### src/design/spt_pkg.sv
// Shared constants, codes and types of the servo torque controller.
package spt_pkg;

    localparam int HISTORY_LEN        = 10;
    localparam bit TEMPERATURE_ENABLE = 1'b1;
    localparam int PTR_W = (HISTORY_LEN > 1) ? $clog2(HISTORY_LEN) : 1;

    localparam int SET_W    = 17;
    localparam int ANG_W    = 16;
    localparam int ENERGY_W = 32;
    localparam int TORQUE_W = 32;
    localparam int TEMP_W   = 16;
    localparam int GAIN_W   = 32;
    localparam int RATE_W   = 16;
    localparam int FAULT_W  = 2;

    // error in degrees Q13.11, windowed sum, error delta, PID inner sum
    localparam int ERR_W   = 24;
    localparam int WS_W    = 30;
    localparam int DIFF_W  = 25;
    localparam int INNER_W = 62;
    localparam int MAG_W   = 61;

    localparam int S_TDATA_W  = 72;
    localparam int M_TDATA_W  = 88;
    localparam int CFG_IDX_W  = 3;
    localparam int CFG_DATA_W = 32;

    // 180/pi in Q16
    localparam logic signed [22:0] RAD_TO_DEG_Q16 = 23'sd3754936;

    localparam logic [CFG_IDX_W-1:0] CFG_ANGLE_MODE    = 3'd0;
    localparam logic [CFG_IDX_W-1:0] CFG_KP            = 3'd1;
    localparam logic [CFG_IDX_W-1:0] CFG_KI            = 3'd2;
    localparam logic [CFG_IDX_W-1:0] CFG_KD            = 3'd3;
    localparam logic [CFG_IDX_W-1:0] CFG_ENERGY_FACTOR = 3'd4;
    localparam logic [CFG_IDX_W-1:0] CFG_HEATING_RATE  = 3'd5;
    localparam logic [CFG_IDX_W-1:0] CFG_COOLING_RATE  = 3'd6;
    localparam logic [CFG_IDX_W-1:0] CFG_FAIL_TEMP     = 3'd7;

    typedef enum logic [FAULT_W-1:0] {
        FAULT_NONE   = 2'd0,
        FAULT_ENERGY = 2'd1,
        FAULT_HEAT   = 2'd2
    } fault_t;

    typedef struct packed {
        logic rd;
        logic upd;
    } win_ctrl_t;

    typedef struct packed {
        logic [RATE_W-1:0] energy_factor;
        logic [RATE_W-1:0] heating_rate;
        logic [RATE_W-1:0] cooling_rate;
        logic [TEMP_W-1:0] failure_temperature;
    } pwr_cfg_t;

    typedef struct packed {
        logic [TORQUE_W-1:0] torque;
        logic [ENERGY_W-1:0] energy_out;
        logic [TEMP_W-1:0]   temp;
        fault_t              fault;
    } pwr_res_t;

endpackage

### src/design/spt_power.sv
// Energy budget and motor thermal model; holds the motor temperature.
module spt_power (
    input  logic                                aclk,
    input  logic                                aresetn,
    input  logic                                start,
    input  logic signed [spt_pkg::TORQUE_W-1:0] torque_in,
    input  logic [spt_pkg::ENERGY_W-1:0]        energy_in,
    input  spt_pkg::pwr_cfg_t                   cfg,
    output logic                                done,
    output spt_pkg::pwr_res_t                   res
);
    import spt_pkg::*;

    localparam int MUL_W  = TORQUE_W + RATE_W + 1;
    localparam int TSUM_W = TORQUE_W + 2;
    localparam logic [MUL_W-1:0] HALF = MUL_W'(32768);

    typedef enum logic [1:0] {P_IDLE, P_MUL, P_EVAL} pstate_t;

    pstate_t             state_reg;
    logic                done_reg;
    pwr_res_t            res_reg;
    logic [TEMP_W-1:0]   temp_reg;
    logic [TORQUE_W-1:0] amag_reg;
    logic [TORQUE_W-1:0] trq_reg;
    logic [ENERGY_W-1:0] energy_reg;
    logic [ENERGY_W-1:0] use_reg;
    logic [TORQUE_W-1:0] rise_reg;

    logic [TORQUE_W-1:0] amag;
    logic [MUL_W-1:0]    use_full, rise_full;
    logic                short;
    logic                overheat;
    logic [TSUM_W-1:0]   heat_sum, heat_lim;
    logic [TEMP_W-1:0]   temp_norm, temp_cool, temp_new;
    fault_t              fault;

    assign amag      = torque_in[TORQUE_W-1] ? TORQUE_W'(-torque_in) : TORQUE_W'(torque_in);
    assign use_full  = MUL_W'(amag_reg) * MUL_W'(cfg.energy_factor) + HALF;
    assign rise_full = MUL_W'(amag_reg) * MUL_W'(cfg.heating_rate) + HALF;

    // factor 0 gives zero use, so the battery is never short then
    assign short     = energy_reg < use_reg;
    assign heat_sum  = TSUM_W'(temp_reg) + TSUM_W'(rise_reg);
    assign heat_lim  = TSUM_W'(cfg.failure_temperature) + TSUM_W'(cfg.cooling_rate);
    assign overheat  = TEMPERATURE_ENABLE && !short && (heat_sum > heat_lim);
    assign temp_norm = (heat_sum < TSUM_W'(cfg.cooling_rate)) ? '0
                     : TEMP_W'(heat_sum - TSUM_W'(cfg.cooling_rate));
    assign temp_cool = (temp_reg < cfg.cooling_rate) ? '0 : temp_reg - cfg.cooling_rate;

    always_comb begin
        if (!TEMPERATURE_ENABLE || short) begin
            temp_new = temp_reg;
        end else if (overheat) begin
            temp_new = temp_cool;
        end else begin
            temp_new = temp_norm;
        end
        if (short) begin
            fault = FAULT_ENERGY;
        end else if (overheat) begin
            fault = FAULT_HEAT;
        end else begin
            fault = FAULT_NONE;
        end
    end

    always_ff @(posedge aclk) begin
        if (!aresetn) begin
            state_reg <= P_IDLE;
            done_reg  <= 1'b0;
            temp_reg  <= '0;
        end else begin
            done_reg <= 1'b0;
            unique case (state_reg)
                P_IDLE: begin
                    if (start) begin
                        amag_reg   <= amag;
                        trq_reg    <= torque_in;
                        energy_reg <= energy_in;
                        state_reg  <= P_MUL;
                    end
                end
                P_MUL: begin
                    use_reg   <= ENERGY_W'(use_full >> 16);
                    rise_reg  <= TORQUE_W'(rise_full >> 16);
                    state_reg <= P_EVAL;
                end
                P_EVAL: begin
                    temp_reg           <= temp_new;
                    res_reg.torque     <= (fault == FAULT_NONE) ? trq_reg : '0;
                    res_reg.energy_out <= short ? energy_reg : energy_reg - use_reg;
                    res_reg.temp       <= temp_new;
                    res_reg.fault      <= fault;
                    done_reg           <= 1'b1;
                    state_reg          <= P_IDLE;
                end
                default: state_reg <= P_IDLE;
            endcase
        end
    end

    assign done = done_reg;
    assign res  = res_reg;

endmodule
### config.mk
export PLATFORM = sky130hd
export DESIGN_NAME = spt_power
export DESIGN_NICKNAME = d
export VERILOG_FILES = /design/src/design/spt_pkg.sv /design/src/design/spt_power.sv
export SDC_FILE = /design/constraint.sdc
export NUM_CORES = 2
export LEC_CHECK = 0
export BUFFER_PORTS_ARGS = -buffer_cell sky130_fd_sc_hd__buf_2
export CAP_MARGIN = 40
export CORE_ASPECT_RATIO = 0.8
export CORE_MARGIN = 3
export CORE_UTILIZATION = 35
export CTS_BUF_LIST = sky130_fd_sc_hd__clkbuf_8
export DETAILED_ROUTE_END_ITERATION = 12
export GPL_ROUTABILITY_DRIVEN = 1
export SYNTH_ARGS = -nofsm -noshare
export SYNTH_HDL_FRONTEND = slang
export SYNTH_SLANG_ARGS = --single-unit
### constraint.sdc
create_clock -name aclk -period 16 [get_ports aclk]
set_clock_uncertainty 0.15 [all_clocks]
set_input_delay 4.8 -clock aclk [delete_from_list [all_inputs] [get_ports aclk]]
set_output_delay 4.8 -clock aclk [all_outputs]
set_load 0.02 [all_outputs]
==> impl_table.tex <==
\begin{tabular}{lr}
\hline
Metric & Value \\
\hline
\multicolumn{2}{l}{\textbf{CTS}} \\
\quad CTS tree & yes \\
\quad Number of buffers between clock root and the deepest sink & 3 \\
\quad Max H-tree Level & 2 \\
\quad Root Buffer & sky130\_fd\_sc\_hd\_\_clkbuf\_8 \\
\quad Clock tree sinks & 260 \\
\quad Clock insertion delay at the later pin of the skew report & 640 ps \\
\quad Cts repair resizes & 0 \\
\quad TritonCTS Buffers & 47 \\
\quad Clock transition at path regs & 60 ps \\
\quad Post-CTS repair timing setup buffer count & 0 \\
\quad Number of buffers inserted by hold repair at cts & 0 \\
\multicolumn{2}{l}{\textbf{STA}} \\
\quad Max Clock Freq & 84.1 MHz \\
\quad Final count of negative-setup-slack endpoints & 0 \\
\quad Final Slew Violations & 0 \\
\quad Final hold violations & 0 \\
\quad PnR worst setup slack & 4100 ps \\
\quad Unrepaired setup endpoints after global routing & no \\
\quad Worst slew pin tran & 957 ps \\
\quad Setup\_tns & 0 ps \\
\quad Minimum clock period & 11900 ps \\
\quad Final period utilization & 74.4\% \\
\quad Remaining max-slew budget at the tightest pin & 36.2\% \\
\multicolumn{2}{l}{\textbf{Synth}} \\
\quad Post-Synth Simple-Gate Area & 15.7\% \\
\quad Mean post-synth cell area & 9.42 µm² \\
\quad Multiplexer area fraction after synthesis & 0.0888\% \\
\quad Count of different cell masters after synthesis & 79 \\
\quad Adder-cell share of the synthesized area & 47.0\% \\
\quad Sequential element share of the synthesized area & 16.4\% \\
\quad Cells after Synth & 4940 \\
\quad Fraction of the mapped netlist area in compound gates & 7.03\% \\
\quad Proportion of synthesized flip-flops having asynchronous set or reset & 0\% \\
\quad Post-synthesis xor/xnor area fraction & 3.22\% \\
\quad Dominant combinational cell family by area after synthesis & adder cells \\
\quad Most used flip-flop cell after synthesis & sky130\_fd\_sc\_hd\_\_edfxtp\_1 \\
\quad Synth Net Count & 6314 \\
\quad Netlist area before placement & 46500 µm² \\
\quad Number of enable flip-flop cells after synthesis & 241 \\
\quad Register bit count reported by yosys & 260 \\
\quad Count of synthesis-stage warnings from yosys & 0 \\
\multicolumn{2}{l}{\textbf{Critical path}} \\
\quad Cell family contributing the most delay on the critical path & adder cells \\
\quad Most used cell along the critical path & sky130\_fd\_sc\_hd\_\_fa\_1 \\
\quad Critical Path AT & 12120 ps \\
\quad CP max stage cell & sky130\_fd\_sc\_hd\_\_o311ai\_1 \\
\quad Capturing element type of the critical path & register \\
\quad Largest stage delay on the critical path & 790 ps \\
\quad Largest driver fanout on the critical path & 32 \\
\quad Classification of the worst setup path & in -> reg \\
\quad Data required time of the critical path & 16230 ps \\
\quad Startpoint types & input pin \\
\quad Flop2flop setup slack & 8050 ps \\
\quad Number of buffers and inverters on the critical path & 6 \\
\multicolumn{2}{l}{\textbf{Routing}} \\
\quad Vias after detailed routing & 33500 \\
\quad Post-detailed-route count of antenna-violating nets & 0 \\
\quad WL final & 124 mm \\
\quad DRC violation count after routing & 0 \\
\quad Detailed-router iteration count before antenna repair & 5 \\
\quad Routed wire length per instance & 18.3 µm \\
\quad Drt via density & 4.91 \\
\quad Starting DRC count in detailed routing & 2308 \\
\multicolumn{2}{l}{\textbf{Finish}} \\
\quad Storage element area & 7620 µm² \\
\quad Area growth from synthesis to final layout & 8.02\% \\
\quad FILL cells & 13000 \\
\quad Layout Nets & 6399 \\
\quad Area of the multi-input gates & 34000 µm² \\
\quad Fraction of final layout cells sized beyond drive strength 1 & 7.29\% \\
\quad Most frequent cells in the layout & sky130\_fd\_sc\_hd\_\_inv\_1 (1086), sky130\_fd\_sc\_hd\_\_fa\_1 (839), sky130\_fd\_sc\_hd\_\_nand2\_1 (646), sky130\_fd\_sc\_hd\_\_and2\_1 (511), sky130\_fd\_sc\_hd\_\_ha\_1 (404) \\
\quad Number of flip-flops in the largest register & 82 \\
\quad Leading cell type in the layout, fill and taps excluded & sky130\_fd\_sc\_hd\_\_inv\_1 \\
\multicolumn{2}{l}{\textbf{Floorplanning}} \\
\quad Core outline area & 131000 µm² \\
\quad IO Count & 214 \\
\quad Overall die area & 137000 µm² \\
\quad Die boundary height & 332 µm \\
\quad Die X-Extent & 414 µm \\
\quad Number of standard-cell rows in the floorplan & 118 \\
\quad Initial cell density of the core & 35.6\% \\
\multicolumn{2}{l}{\textbf{Placed design}} \\
\quad Pre-CTS setup slack & 3500 ps \\
\quad HPWL after detailed placement & 93.9 mm \\
\quad Port Buffers & 213 \\
\quad RePlAce Congestion & 0.855 \\
\multicolumn{2}{l}{\textbf{Global route}} \\
\quad Global-route met3 utilization & 4.00\% \\
\quad Pin count of the biggest net entering global routing & 51 \\
\quad Leftover overflow at the end of global routing & 0 \\
\quad Met2 demand-to-capacity share in global routing & 28.4\% \\
\quad Routing usage on met1 & 26.5\% \\
\quad Gr usage total & 18.3\% \\
\quad Highest-utilization routing layer at the global route stage & met2 \\
\quad Global-route wire length before repair & 199 mm \\
\quad Via count of the first global-routing pass & 34900 \\
\quad Number of antenna violations at the first check in global routing & 7 \\
\multicolumn{2}{l}{\textbf{Outcome}} \\
\quad Result of the run & finished, final reports clean \\
\multicolumn{2}{l}{\textbf{Flow run}} \\
\quad Reported max-cap violation count & 0 \\
\multicolumn{2}{l}{\textbf{Min path}} \\
\quad Type of the most critical hold path & reg -> reg \\
\hline
\end{tabular}
[synth_stat cells (5+ instances only)]
master	n	area [µm²]
sky130_fd_sc_hd__inv_1	1077	4040
sky130_fd_sc_hd__fa_1	839	16800
sky130_fd_sc_hd__nand2_1	646	2420
sky130_fd_sc_hd__and2_1	512	3200
sky130_fd_sc_hd__ha_1	404	5050
sky130_fd_sc_hd__edfxtp_1	241	7240
sky130_fd_sc_hd__clkbuf_1	209	785
sky130_fd_sc_hd__a21oi_1	129	646
sky130_fd_sc_hd__xnor2_1	117	1020
sky130_fd_sc_hd__nor2_1	105	394
sky130_fd_sc_hd__o21ai_0	97	485
sky130_fd_sc_hd__a21o_1	63	473
sky130_fd_sc_hd__xor2_1	54	473
sky130_fd_sc_hd__a31oi_1	33	206
sky130_fd_sc_hd__o21a_1	31	233
sky130_fd_sc_hd__nand3_1	30	150
sky130_fd_sc_hd__nand4_1	30	188
sky130_fd_sc_hd__nor3_1	27	135
sky130_fd_sc_hd__o21bai_1	26	195
sky130_fd_sc_hd__nor2b_1	20	125
sky130_fd_sc_hd__dfxtp_1	19	380
sky130_fd_sc_hd__nand2b_1	18	113
sky130_fd_sc_hd__o31ai_1	18	135
sky130_fd_sc_hd__a32oi_1	15	131
sky130_fd_sc_hd__a211oi_1	13	97.6
sky130_fd_sc_hd__or3_1	12	75.1
sky130_fd_sc_hd__and3_1	9	56.3
sky130_fd_sc_hd__nand3_2	9	90.1
sky130_fd_sc_hd__o41ai_1	9	78.8
sky130_fd_sc_hd__or2_2	9	56.3
sky130_fd_sc_hd__o211ai_1	8	60.1
sky130_fd_sc_hd__or4_1	7	52.6
sky130_fd_sc_hd__a221o_1	6	60.1
sky130_fd_sc_hd__a211o_1	5	43.8
sky130_fd_sc_hd__a21boi_0	5	37.5
sky130_fd_sc_hd__buf_2	5	25.0
sky130_fd_sc_hd__o21ai_1	5	25.0
sky130_fd_sc_hd__o31a_1	5	43.8
[worst reg2reg max path, cell delays in order, from the launching register on]
cell and delay (ps):
sky130_fd_sc_hd__edfxtp_1 330, sky130_fd_sc_hd__buf_4 470, sky130_fd_sc_hd__nand2_1 190, sky130_fd_sc_hd__fa_1 560, sky130_fd_sc_hd__inv_1 50, sky130_fd_sc_hd__fa_1 520, sky130_fd_sc_hd__inv_1 60, sky130_fd_sc_hd__fa_1 530
sky130_fd_sc_hd__inv_1 50, sky130_fd_sc_hd__fa_1 450, sky130_fd_sc_hd__fa_1 490, sky130_fd_sc_hd__inv_1 50, sky130_fd_sc_hd__fa_1 470, sky130_fd_sc_hd__inv_1 40, sky130_fd_sc_hd__ha_1 300, sky130_fd_sc_hd__nand2_1 60
sky130_fd_sc_hd__o21ai_0 190, sky130_fd_sc_hd__o21ai_0 120, sky130_fd_sc_hd__o21bai_1 330, sky130_fd_sc_hd__o31ai_4 160, sky130_fd_sc_hd__o311ai_1 800, sky130_fd_sc_hd__nand2_1 230, sky130_fd_sc_hd__or2_2 350, sky130_fd_sc_hd__nor2b_1 180
sky130_fd_sc_hd__o41ai_1 430, sky130_fd_sc_hd__xnor2_1 130
[metal layers]
| metal | wire length, µm | part of all wire [%] |
|---|---|---|
| met4 | 2070 | 1.7 |
| met1 | 57200 | 46 |
| met2 | 55200 | 44 |
| met3 | 10000 | 8.0 |
| met5 | 0 | 0 |
[per-stage QoR]
stage	cell area, µm²	hold slack (ps)	instances	util [%]
after floorplan	46500	314	4940	-
after global placement	49200	349	6715	37.7
after detailed placement	49300	351	6716	37.7
after CTS	50200	360	6803	38.4
after global routing	50200	377	6807	38.4
final	50200	358	6810	38.5
[area by class of cell]
class	count	share of cell area, %
inverters	1077	8.05
diodes	7	0.0349
clock buffers	48	1.31
well taps	1740	4.33
flip-flops and latches	260	15.2
clock inverters	39	0.590
multi-input cells	3376	67.6
repair buffers	263	2.89
[cell families after synthesis]
family / after synthesis
compound gates: 500
buf+inv: 1304
flops: 260
fa+ha+maj: 1243
mux: 4
simple gates: 1458
xor+xnor: 171
[path summary, 6_finish.rpt]
path | start | end | depth (start not counted)
worst max-delay path | cfg[39] | rise_reg[31] | 25
worst min-delay path | trq_reg[3] | res[53] | 1
worst max register to register | amag_reg[7] | rise_reg[31] | 25
worst min register to register | trq_reg[3] | res[53] | 1
Power is left out: the tool's default activity adds up to more than one toggle a clock period on the data nets, which glitch-free logic cannot reach.
