<file path="src/design/spt_pkg.sv">
// Shared constants, codes and types of the servo torque controller.
package spt_pkg;

    localparam int HISTORY_LEN        = 10;
    localparam bit TEMPERATURE_ENABLE = 1'b1;
    localparam int PTR_W = (HISTORY_LEN > 1) ? $clog2(HISTORY_LEN) : 1;

    localparam int SET_W    = 17;
    localparam int ANG_W    = 16;
    localparam int ENERGY_W = 32;
    localparam int TORQUE_W = 32;
    localparam int TEMP_W   = 16;
    localparam int GAIN_W   = 32;
    localparam int RATE_W   = 16;
    localparam int FAULT_W  = 2;

    // error in degrees Q13.11, windowed sum, error delta, PID inner sum
    localparam int ERR_W   = 24;
    localparam int WS_W    = 30;
    localparam int DIFF_W  = 25;
    localparam int INNER_W = 62;
    localparam int MAG_W   = 61;

    localparam int S_TDATA_W  = 72;
    localparam int M_TDATA_W  = 88;
    localparam int CFG_IDX_W  = 3;
    localparam int CFG_DATA_W = 32;

    // 180/pi in Q16
    localparam logic signed [22:0] RAD_TO_DEG_Q16 = 23'sd3754936;

    localparam logic [CFG_IDX_W-1:0] CFG_ANGLE_MODE    = 3'd0;
    localparam logic [CFG_IDX_W-1:0] CFG_KP            = 3'd1;
    localparam logic [CFG_IDX_W-1:0] CFG_KI            = 3'd2;
    localparam logic [CFG_IDX_W-1:0] CFG_KD            = 3'd3;
    localparam logic [CFG_IDX_W-1:0] CFG_ENERGY_FACTOR = 3'd4;
    localparam logic [CFG_IDX_W-1:0] CFG_HEATING_RATE  = 3'd5;
    localparam logic [CFG_IDX_W-1:0] CFG_COOLING_RATE  = 3'd6;
    localparam logic [CFG_IDX_W-1:0] CFG_FAIL_TEMP     = 3'd7;

    typedef enum logic [FAULT_W-1:0] {
        FAULT_NONE   = 2'd0,
        FAULT_ENERGY = 2'd1,
        FAULT_HEAT   = 2'd2
    } fault_t;

    typedef struct packed {
        logic rd;
        logic upd;
    } win_ctrl_t;

    typedef struct packed {
        logic [RATE_W-1:0] energy_factor;
        logic [RATE_W-1:0] heating_rate;
        logic [RATE_W-1:0] cooling_rate;
        logic [TEMP_W-1:0] failure_temperature;
    } pwr_cfg_t;

    typedef struct packed {
        logic [TORQUE_W-1:0] torque;
        logic [ENERGY_W-1:0] energy_out;
        logic [TEMP_W-1:0]   temp;
        fault_t              fault;
    } pwr_res_t;

endpackage

</file>
<file path="src/design/spt_window.sv">
// Error history memory with running window sum (read, modify, write back).
module spt_window (
    input  logic                             aclk,
    input  logic                             aresetn,
    input  spt_pkg::win_ctrl_t               ctrl,
    input  logic signed [spt_pkg::ERR_W-1:0] err_in,
    output logic signed [spt_pkg::WS_W-1:0]  window_sum
);
    import spt_pkg::*;

    logic signed [ERR_W-1:0] hist_mem [HISTORY_LEN];
    logic signed [ERR_W-1:0] rd_data_reg;
    logic                    rd_valid_reg;
    logic [HISTORY_LEN-1:0]  valid_reg;
    logic [PTR_W-1:0]        ptr_reg, ptr_next;
    logic signed [WS_W-1:0]  ws_reg, ws_next;
    logic signed [ERR_W-1:0] old_err;

    always_ff @(posedge aclk) begin
        if (ctrl.rd) begin
            rd_data_reg <= hist_mem[ptr_reg];
        end
        if (ctrl.upd) begin
            hist_mem[ptr_reg] <= err_in;
        end
    end

    // entries never written read as zero
    assign old_err  = rd_valid_reg ? rd_data_reg : '0;
    assign ws_next  = ws_reg + WS_W'(err_in) - WS_W'(old_err);
    assign ptr_next = (ptr_reg == PTR_W'(HISTORY_LEN - 1)) ? '0 : ptr_reg + PTR_W'(1);

    always_ff @(posedge aclk) begin
        if (!aresetn) begin
            ptr_reg      <= '0;
            valid_reg    <= '0;
            ws_reg       <= '0;
            rd_valid_reg <= 1'b0;
        end else begin
            if (ctrl.rd) begin
                rd_valid_reg <= valid_reg[ptr_reg];
            end
            if (ctrl.upd) begin
                valid_reg[ptr_reg] <= 1'b1;
                ptr_reg            <= ptr_next;
                ws_reg             <= ws_next;
            end
        end
    end

    assign window_sum = ws_reg;

endmodule

</file>
<file path="config.mk">
export PLATFORM = sky130hd
export DESIGN_NAME = spt_window
export DESIGN_NICKNAME = d
export VERILOG_FILES = /design/src/design/spt_pkg.sv /design/src/design/spt_window.sv
export SDC_FILE = /design/constraint.sdc
export NUM_CORES = 1
export LEC_CHECK = 0
export BUFFER_PORTS_ARGS = -buffer_cell sky130_fd_sc_hd__buf_2
export CAP_MARGIN = 5
export CORE_MARGIN = 3
export CORE_UTILIZATION = 50
export DETAILED_ROUTE_END_ITERATION = 8
export GPL_TIMING_DRIVEN = 1
export PLACE_DENSITY = 0.68
export SLEW_MARGIN = 20
export SYNTH_ARGS = -nofsm -noshare
export SYNTH_HDL_FRONTEND = slang
export SYNTH_SLANG_ARGS = --single-unit
</file>
<file path="constraint.sdc">
create_clock -name aclk -period 4.2 [get_ports aclk]
set_input_delay 0.21 -clock aclk [delete_from_list [all_inputs] [get_ports aclk]]
set_output_delay 0.21 -clock aclk [all_outputs]
set_load 0.03 [all_outputs]
</file>
==> results of run 1 <==
## cell families after synthesis
group           synth area share, %
compound gates                 7.83
xor+xnor                       1.28
fa+ha+maj                      6.76
buf+inv                        4.53
flops                          61.6
mux                            10.7
simple gates                   7.23
## cells in the final DEF, fill, tap and decap left out, drive strengths merged, types with 28 or more instances in the layout
master / synthesis / routed
edfxtp: 264 / 264
o21ai: 31 / 31
clkbuf: 28 / 36
inv: 125 / 125
a21oi: 64 / 64
nor2: 67 / 67
nor2b: 28 / 28
nand2: 34 / 34
buf: 15 / 80
fa: 29 / 29
a211oi: 30 / 30
mux4: 49 / 49
ha: 31 / 31
dfxtp: 45 / 45
mux2i: 41 / 41
## metrics by stage
| stage | utilization (%) | hold slack [ps] | total power [W] | setup WS, ps | cells |
|---|---|---|---|---|---|
| global placement | 54.2 | 447 | 0.00655 | 829 | 1445 |
| detailed placement | 54.2 | 457 | 0.00657 | 769 | 1445 |
| finish | 57.9 | 24.8 | 0.00908 | 737 | 1509 |
| CTS | 57.9 | 3.01 | 0.00916 | 739 | 1509 |
| global route | 57.9 | 17.2 | 0.00963 | 441 | 1509 |
| floorplan | - | 309 | 0.00586 | 165 | 1030 |
## cell type report
cell class / count / area (um^2)
clock buffers: 36 / 795
well taps: 378 / 473
clock inverters: 19 / 151
multi-input cells: 553 / 4890
flip-flops and latches: 309 / 8840
fillers: 2207 / 11800
inverters: 125 / 469
repair buffers: 89 / 598
## worst paths after layout
| kind | endpoint | slack, ps | cells after the start |
|---|---|---|---|
| setup / recovery | window_sum[29] | 740 | 13 |
| hold / removal | hist_mem[4][6] | 20 | 1 |
| setup reg to reg | window_sum[29] | 740 | 13 |
| hold reg to reg | valid_reg[1] | 470 | 2 |
## per-layer routing
layer  track usage (%)  wire length [um]  vias to the layer above
li1                  -                 -                     3925
met3              2.39              1460                       40
met4              4.26               471                        0
met2              31.6             14000                      218
met1              28.0             13300                     4115
met5                 0                 0                        -
## critical path, delay by kind of cell, from the launching register on
kind	cells	cell delay, ps
buffers and inverters	2	300
multiplexers	2	450
adder cells (fa/ha/maj)	2	700
AO/OA/AOI/OAI	5	1080
AND/OR/NAND/NOR	2	340
flip-flops	1	530
## power groups by stage
stage	combinational (W)	sequential, W	clock (W)
2_1_floorplan	0.00201	0.00385	0
3_3_place_gp	0.00283	0.00371	0
3_5_place_dp	0.00285	0.00372	0
4_1_cts	0.00287	0.00365	0.00264
5_1_grt	0.00320	0.00368	0.00275
6_report	0.00286	0.00365	0.00257
==> flow_metrics.env, run 1 <==
export IMPL_status="finished clean"
export IMPL_yosys_top_cells_count="edfxtp_1, inv_1, nor2_1"
export IMPL_core_area_um2=28000
export IMPL_numClockSinks=309
export IMPL_crit_start="rd_valid_reg"
export IMPL_slew_headroom_pct=32.2
export IMPL_end_kind="flip-flop"
export IMPL_ys_seq_area_share_pct=61.6
export IMPL_cts_max_path_buffers=3
export IMPL_largest_register_ff_count=240
export IMPL_synth_area_leaders="edfxtp_1, mux4_2, dfxtp_1"
export IMPL_final_hold_violation_count=0
export IMPL_period_share_pct=82.4
export IMPL_finalSetupViolations=0
export IMPL_wl_per_cell_um=19.4
export IMPL_grt_ovfl_total=0
export IMPL_dieArea_um2=30700
export IMPL_clk_pin_slew_ps=60
export IMPL_cts_setup_buffers=0
export IMPL_fmax_mhz=289
export IMPL_antenna_found_initial=0
export IMPL_critical_path_class="reg -> reg"
export IMPL_synth_edf_count=264
export IMPL_syn_to_final_growth_pct=13.2
export IMPL_initial_core_util_pct=51.1
export IMPL_reg2reg_from="rd_valid_reg"
export IMPL_placed_area_um2=15200
export IMPL_syn_avg_cell_area_um2=13.9
export IMPL_hold_start="err_in[6]"
export IMPL_htree_num_levels=1
export IMPL_vias_per_cell=5.50
export IMPL_synth_seq_cells=309
export IMPL_ys_flop_type="edfxtp_1"
export IMPL_max_cap_violations=0
export IMPL_syn_area_um2=14300
export IMPL_syn_inst=1030
export IMPL_first_pass_iters=5
export IMPL_gp_congestion=0.904
export IMPL_path_cells="buf_4 > and2_1 > fa_1 > inv_1 > ha_1 > a21o_1 > a31o_1 > a221oi_2 > and3_1 > a21oi_1 > o31ai_1 > mux2i_1 > mux2i_1"
export IMPL_drv_slew=0
export IMPL_p_sw_w=0.00296
export IMPL_n_antenna_cell=0
export IMPL_yosysTopAreaCell="edfxtp_1"
export IMPL_numCtsBuffers=30
export IMPL_p_leak_nw=5.96
export IMPL_layout_drive_gt1_share_pct=17.6
export IMPL_grt_usage_pct=19.3
export IMPL_io_pins=58
export IMPL_core_rowCount=61
export IMPL_nets=1196
export IMPL_clk_latency_ps=550
export IMPL_slowest_delay_ps=530
export IMPL_place_hpwl_um=19700
export IMPL_fin_crit_ps=3460
export IMPL_p_seq_share_pct=40.2
export IMPL_ir_drop_uv=259
export IMPL_dr_total_vias=8298
export IMPL_worstPathRequired_ps=4680
export IMPL_powerDensity_nw_per_um2=560
export IMPL_io_buffers=57
export IMPL_synth_cell_types=59
export IMPL_grt_pass1_vias=8345
export IMPL_syn_num_nets=1118
export IMPL_yosysMostFrequentCell="edfxtp_1"
export IMPL_die_h_um=175
export IMPL_async_flop_share_pct=0
export IMPL_drc=0
export IMPL_min_path_type="in -> reg"
export IMPL_p_comb_share_pct=31.5
export IMPL_rsz0062_at_grt="no"
export IMPL_skew_ps=10.9
export IMPL_worst_pin_slew_ps=1010
export IMPL_p_int_w=0.00612
export IMPL_grt_max_degree=58
export IMPL_critPathSlowestCell="dfxtp_1"
export IMPL_cts_tree="yes"
export IMPL_drt_iter0_drc=635
export IMPL_die_w_um=175
export IMPL_yosysWarnings=0
export IMPL_p_sw_share_pct=32.6
export IMPL_routed_wl_um=29200
export IMPL_postRouteAntennaNets=0
export IMPL_postCtsHoldBufs=9
export IMPL_netlist_area_leader_share_pct=55.4
export IMPL_worstPathArrival_ps=3940
export IMPL_postLayoutCellArea_um2=16200
export IMPL_p_clk_share_pct=28.3
export IMPL_ctsRootBufferMaster="clkbuf_16"
export IMPL_cts_resized=0
export IMPL_worstSetupStartpointType="flip-flop"
export IMPL_cp_common_cell="mux2i_1"
export IMPL_grt_pass1_wl_um=46600
export IMPL_fin_tns_setup_ps=0
export IMPL_crit_fanout=15
Power figures use the tool's default switching activity.
==> inputs of run 2 (changes only) <==
--- a/config.mk
+++ b/config.mk
@@ -5,6 +5,7 @@
 export SDC_FILE = /design/constraint.sdc
 export NUM_CORES = 1
 export LEC_CHECK = 0
+export ABC_AREA = 1
 export BUFFER_PORTS_ARGS = -buffer_cell sky130_fd_sc_hd__buf_2
 export CAP_MARGIN = 5
 export CORE_MARGIN = 3
==> constraint.sdc (replaced) <==
create_clock -name aclk -period 3.1 [get_ports aclk]
set_input_delay 0.155 -clock aclk [delete_from_list [all_inputs] [get_ports aclk]]
set_output_delay 0.155 -clock aclk [all_outputs]
set_load 0.03 [all_outputs]
==> flow_metrics.env, run 2 <==
export IMPL_netlist_area_leader_share_pct=53.9
export IMPL_numCtsBuffers=31
export IMPL_clk_pin_slew_ps=60
export IMPL_final_instance_count_excl_fill=1913
export IMPL_grt_pass1_wl_um=54000
export IMPL_regArea_um2=8830
export IMPL_async_flop_share_pct=0
export IMPL_drv_slew=0
export IMPL_fin_tns_setup_ps=0
export IMPL_io_pins=58
export IMPL_worstPathRequired_ps=3570
export IMPL_routed_wl_um=35000
export IMPL_yosys_top_cells_count="edfxtp_1, inv_1, nand2_1"
export IMPL_syn_area_um2=14700
export IMPL_synth_edf_count=264
export IMPL_antenna_found_initial=0
export IMPL_final_common_cell="edfxtp_1"
export IMPL_p_total_w=0.0118
export IMPL_grt_ovfl_total=0
export IMPL_clk_latency_ps=580
export IMPL_die_h_um=178
export IMPL_p_leak_nw=7.16
export IMPL_core_area_um2=28900
export IMPL_syn_num_nets=1493
export IMPL_vias_per_cell=5.24
export IMPL_critPathSlowestCell="fa_1"
export IMPL_syn_to_final_growth_pct=13.7
export IMPL_nFillCells=2473
export IMPL_core_rowCount=62
export IMPL_fin_crit_ps=2830
export IMPL_layout_drive_gt1_share_pct=11.1
export IMPL_place_hpwl_um=23400
export IMPL_slowest_delay_ps=480
export IMPL_postRouteAntennaNets=0
export IMPL_cp_common_cell="nand2_1"
export IMPL_cts_tree="yes"
export IMPL_slew_headroom_pct=48.5
export IMPL_min_path_type="in -> reg"
export IMPL_fin_hold_ws_ps=98.0
export IMPL_nets=1593
export IMPL_fmax_mhz=353
export IMPL_syn_inst=1405
export IMPL_synth_seq_cells=309
export IMPL_critPathBufInv=4
export IMPL_worstPathArrival_ps=3300
export IMPL_yosysMostFrequentCell="edfxtp_1"
export IMPL_ctsRootBufferMaster="clkbuf_16"
export IMPL_layout_setup_ws_ps=270
export IMPL_numClockSinks=309
export IMPL_rsz0062_at_grt="no"
export IMPL_max_cap_violations=0
export IMPL_drt_iter0_drc=907
export IMPL_synth_area_leaders="edfxtp_1, inv_1, nand2_1"
export IMPL_initial_core_util_pct=51.0
export IMPL_status="finished clean"
export IMPL_grt_usage_pct=22.3
export IMPL_period_share_pct=91.3
export IMPL_syn_avg_cell_area_um2=10.5
export IMPL_dieArea_um2=31500
export IMPL_grt_pass1_vias=9778
export IMPL_cts_max_path_buffers=3
export IMPL_final_hold_violation_count=0
export IMPL_n_antenna_cell=0
export IMPL_cts_resized=0
export IMPL_crit_fanout=13
export IMPL_ir_drop_uv=502
export IMPL_wl_per_cell_um=18.3
export IMPL_yosysTopAreaCell="edfxtp_1"
export IMPL_critical_path_class="reg -> reg"
export IMPL_dr_total_vias=10000
export IMPL_crit_family="simple AND/OR/NAND/NOR gates"
export IMPL_grt_max_degree=51
export IMPL_path_cells="buf_4 > nand2_1 > inv_1 > fa_1 > fa_1 > inv_1 > nand3_1 > nand3_1 > nand2_1 > nand2_1 > nand2_1 > nand4_1 > nand3_1 > nand2_1 > inv_1"
export IMPL_yosysWarnings=0
export IMPL_synth_cell_types=37
export IMPL_multiInputGateArea_um2=4640
export IMPL_worst_pin_slew_ps=772
export IMPL_worstSetupStartpointType="flip-flop"
export IMPL_die_w_um=178
export IMPL_mostFrequentLayoutCells="edfxtp_1, inv_1, nand2_1, nor2_1, a21oi_1"
export IMPL_placedCellCount=1831
export IMPL_drc=0
export IMPL_powerDensity_nw_per_um2=707
export IMPL_end_kind="flip-flop"
export IMPL_skew_ps=11.5
export IMPL_gp_congestion=0.915
export IMPL_htree_num_levels=1
export IMPL_ys_flop_type="edfxtp_1"
export IMPL_first_pass_iters=5
export IMPL_largest_register_ff_count=240
export IMPL_pre_cts_ws_ps=293
export IMPL_finalSetupViolations=0
export IMPL_io_buffers=57
export IMPL_ys_seq_area_share_pct=60.0
[run 2: changes by cell type in the layout (fill, tap and decap cells not counted), sizes merged, moves of 28 or more]
cell	previous run	this run
nand2	34	253
inv	125	269
a22oi	0	97
nor2	67	127
mux4	49	0
mux2i	41	0
a21oi	64	100
a211oi	30	0
nor2b	28	0
[run 2: where the power goes]
part           switching (W)  internal, W
clock                0.00153      0.00201
sequential         0.0000939      0.00472
combinational        0.00234      0.00112
[run 2: layout make-up]
cell class | instances | share of cell area [%]
clock buffers | 44 | 4.93
clock inverters | 13 | 0.749
inverters | 268 | 6.06
multi-input cells | 781 | 27.8
flip-flops and latches | 309 | 52.8
well taps | 384 | 2.87
repair buffers | 114 | 4.79
[run 2: cell families after synthesis]
logic type	after synthesis	synth area share [%]
adders and majority gates	60	6.58
xor gates and xnor gates	16	0.953
and+or+nand+nor	482	13.6
AOI/OAI and AO/OA	223	10.2
DFF	309	60.0
buffers and inverters	315	8.64
[run 2: layer usage]
layer	global-route usage, %	vias up	share of wire, %
li1	-	4884	-
met1	30.8	4758	44
met2	37.5	322	48
met3	3.08	58	5.8
met4	5.92	0	2.4
met5	0	-	0
[run 2: worst register-to-register path, stage by stage (launching register included)]
cell,delay [ps]
dfxtp_1,360
buf_4,210
nand2_1,100
inv_1,80
fa_1,460
fa_1,480
inv_1,110
nand3_1,70
nand3_1,180
nand2_1,110
nand2_1,170
nand2_1,120
nand4_1,100
nand3_1,80
nand2_1,80
inv_1,40
[run 2: timing repair]
| item | 4_1_cts | 5_1_grt |
|---|---|---|
| hold buffers | 25 | 0 |
| buffers inserted | 0 | 0 |
| endpoints found under the hold margin | 244 | 0 |
[run 2: through the flow]
stage	util [%]	cell area, um^2
2_1_floorplan	-	14700
3_3_place_gp	53.8	15500
3_5_place_dp	53.8	15500
4_1_cts	57.9	16700
5_1_grt	57.9	16700
6_report	57.9	16700
[run 2: path summary, 6_finish.rpt]
check	to	startpoint	slack, ps	depth (start not counted)
setup / recovery	window_sum[24]	rd_valid_reg	270	15
hold / removal	window_sum[1]	ctrl[0]	100	2
setup reg to reg	window_sum[24]	rd_valid_reg	270	15
hold reg to reg	valid_reg[8]	valid_reg[8]	470	2
==> inputs of run 3 (changes only) <==
--- a/config.mk
+++ b/config.mk
@@ -9,10 +9,10 @@
 export BUFFER_PORTS_ARGS = -buffer_cell sky130_fd_sc_hd__buf_2
 export CAP_MARGIN = 5
 export CORE_MARGIN = 3
-export CORE_UTILIZATION = 50
+export CORE_UTILIZATION = 55
 export DETAILED_ROUTE_END_ITERATION = 8
 export GPL_TIMING_DRIVEN = 1
-export PLACE_DENSITY = 0.68
+export PLACE_DENSITY = 0.74
 export SLEW_MARGIN = 20
 export SYNTH_ARGS = -nofsm -noshare
 export SYNTH_HDL_FRONTEND = slang
==> flow_metrics.env, run 3 (same netlist as run 2, synthesis figures left out) <==
export IMPL_dieArea_um2=28700
export IMPL_worstPathArrival_ps=3300
export IMPL_routed_wl_um=35600
export IMPL_initial_core_util_pct=56.1
export IMPL_hold_start="err_in[14]"
export IMPL_grt_pass1_wl_um=56000
export IMPL_skew_ps=11.2
export IMPL_fin_tns_setup_ps=0
export IMPL_grt_usage_pct=25.1
export IMPL_core_rowCount=59
export IMPL_io_pins=58
export IMPL_ff2ff_setup_slack_ps=270
export IMPL_path_cells="buf_12 > nand2_1 > inv_1 > fa_1 > fa_1 > inv_1 > nand3_1 > nand3_1 > nand2_1 > nand2_1 > nand2_1 > nand4_1 > nand3_1 > nand2_1 > inv_1"
export IMPL_end_kind="flip-flop"
export IMPL_ctsRootBufferMaster="clkbuf_16"
export IMPL_final_instance_count_excl_fill=1866
export IMPL_slowest_delay_ps=470
export IMPL_fin_crit_ps=2830
export IMPL_min_path_type="in -> reg"
export IMPL_final_hold_violation_count=0
export IMPL_grt_pass1_vias=10300
export IMPL_wl_per_cell_um=19.1
export IMPL_die_w_um=170
export IMPL_cts_max_path_buffers=3
export IMPL_first_pass_iters=5
export IMPL_fin_hold_ws_ps=28.3
export IMPL_r2r_cells=15
export IMPL_cts_tree="yes"
export IMPL_placedCellCount=1785
export IMPL_place_hpwl_um=23600
export IMPL_gp_congestion=1.00
export IMPL_htree_num_levels=1
export IMPL_critical_path_class="reg -> reg"
export IMPL_io_buffers=57
export IMPL_numClockSinks=309
export IMPL_antenna_found_initial=0
export IMPL_reg2reg_from="rd_valid_reg"
export IMPL_cts_resized=0
export IMPL_cp_common_cell="nand2_1"
export IMPL_worstPathRequired_ps=3570
export IMPL_fmax_mhz=353
export IMPL_critPathSlowestCell="fa_1"
export IMPL_n_antenna_cell=0
export IMPL_layout_drive_gt1_share_pct=12.1
export IMPL_postRouteAntennaNets=0
export IMPL_status="finished clean"
export IMPL_worstSetupStartpointType="flip-flop"
export IMPL_min_path_cells=2
export IMPL_powerDensity_nw_per_um2=715
export IMPL_core_area_um2=26200
export IMPL_period_share_pct=91.3
export IMPL_crit_family="simple AND/OR/NAND/NOR gates"
export IMPL_slew_headroom_pct=42.0
export IMPL_die_h_um=170
export IMPL_critPathBufInv=4
export IMPL_numCtsBuffers=31
export IMPL_rsz0062_at_grt="no"
export IMPL_clk_latency_ps=560
export IMPL_nets=1594
export IMPL_cts_setup_buffers=0
export IMPL_largest_register_ff_count=240
export IMPL_drt_iter0_drc=973
export IMPL_worst_pin_slew_ps=866
export IMPL_min_to="hist_mem[4][14]"
export IMPL_drv_slew=0
export IMPL_max_cap_violations=0
export IMPL_final_common_cell="edfxtp_1"
export IMPL_finalSetupViolations=0
export IMPL_drc=0
export IMPL_mostFrequentLayoutCells="edfxtp_1, inv_1, nand2_1, nor2_1, a21oi_1"
export IMPL_reg2reg_to="window_sum[24]"
export IMPL_clk_pin_slew_ps=70
export IMPL_syn_to_final_growth_pct=14.1
export IMPL_grt_ovfl_total=0
export IMPL_crit_fanout=25
export IMPL_grt_max_degree=51
export IMPL_p_leak_nw=7.21
export IMPL_dr_total_vias=10200
export IMPL_ir_drop_uv=521
export IMPL_vias_per_cell=5.49
run 3: changes by cell type in the layout (fill, tap and decap cells not counted), sizes merged:
cell / change
buf: +3
clkbuf: +2
inv: +1
clkinvlp: +2
dlygate4sd3: -2
bufinv: -1
clkinv: -3
run 3: layout make-up:
class,count,area (um^2)
repair buffers,115,853
clock buffers,46,913
clock inverters,12,104
fillers,2014,9430
multi-input cells,781,4640
inverters,268,1010
well taps,335,419
flip-flops and latches,309,8830
run 3: power by group:
group,switching [W],internal (W)
sequential,0.0000962,0.00472
clock,0.00155,0.00213
combinational,0.00237,0.00113
total,0.00401,0.00798
run 3: per-layer routing:
layer  vias to the layer above  wire length (um)  track usage, %
met5                         -                 0               0
met4                         0              1010            7.72
met3                        71              2710            3.91
met2                       384             16900            41.6
met1                      4899             15000            34.8
li1                       4887                 -               -
run 3: what timing repair did:
item | CTS | global route
hold buffers | 23 | 0
setup endpoints to repair | 0 | 0
hold endpoints to repair | 225 | 0
run 3: how the worst max path moves through the flow:
stage | start | endpoint | slack, ps | depth (start not counted)
after floorplan | ptr_reg[3] | hist_mem[2][0] | 170 | 4
after global placement | rd_valid_reg | window_sum[14] | 350 | 15
after detailed placement | rd_valid_reg | window_sum[24] | 320 | 15
after CTS | rd_valid_reg | window_sum[24] | 310 | 15
after global routing | rd_valid_reg | window_sum[24] | 20 | 18
final | rd_valid_reg | window_sum[24] | 270 | 15
run 3: through the flow:
| stage | setup slack (ps) | cell area (um^2) | power, W | utilization [%] |
|---|---|---|---|---|
| 2_1_floorplan | 166 | 14700 | 0.00736 | - |
| 3_3_place_gp | 350 | 15500 | 0.00830 | 59.3 |
| 3_5_place_dp | 318 | 15500 | 0.00834 | 59.3 |
| 4_1_cts | 310 | 16800 | 0.0120 | 64.0 |
| 5_1_grt | 24.8 | 16800 | 0.0127 | 64.0 |
| 6_report | 270 | 16800 | 0.0120 | 64.0 |
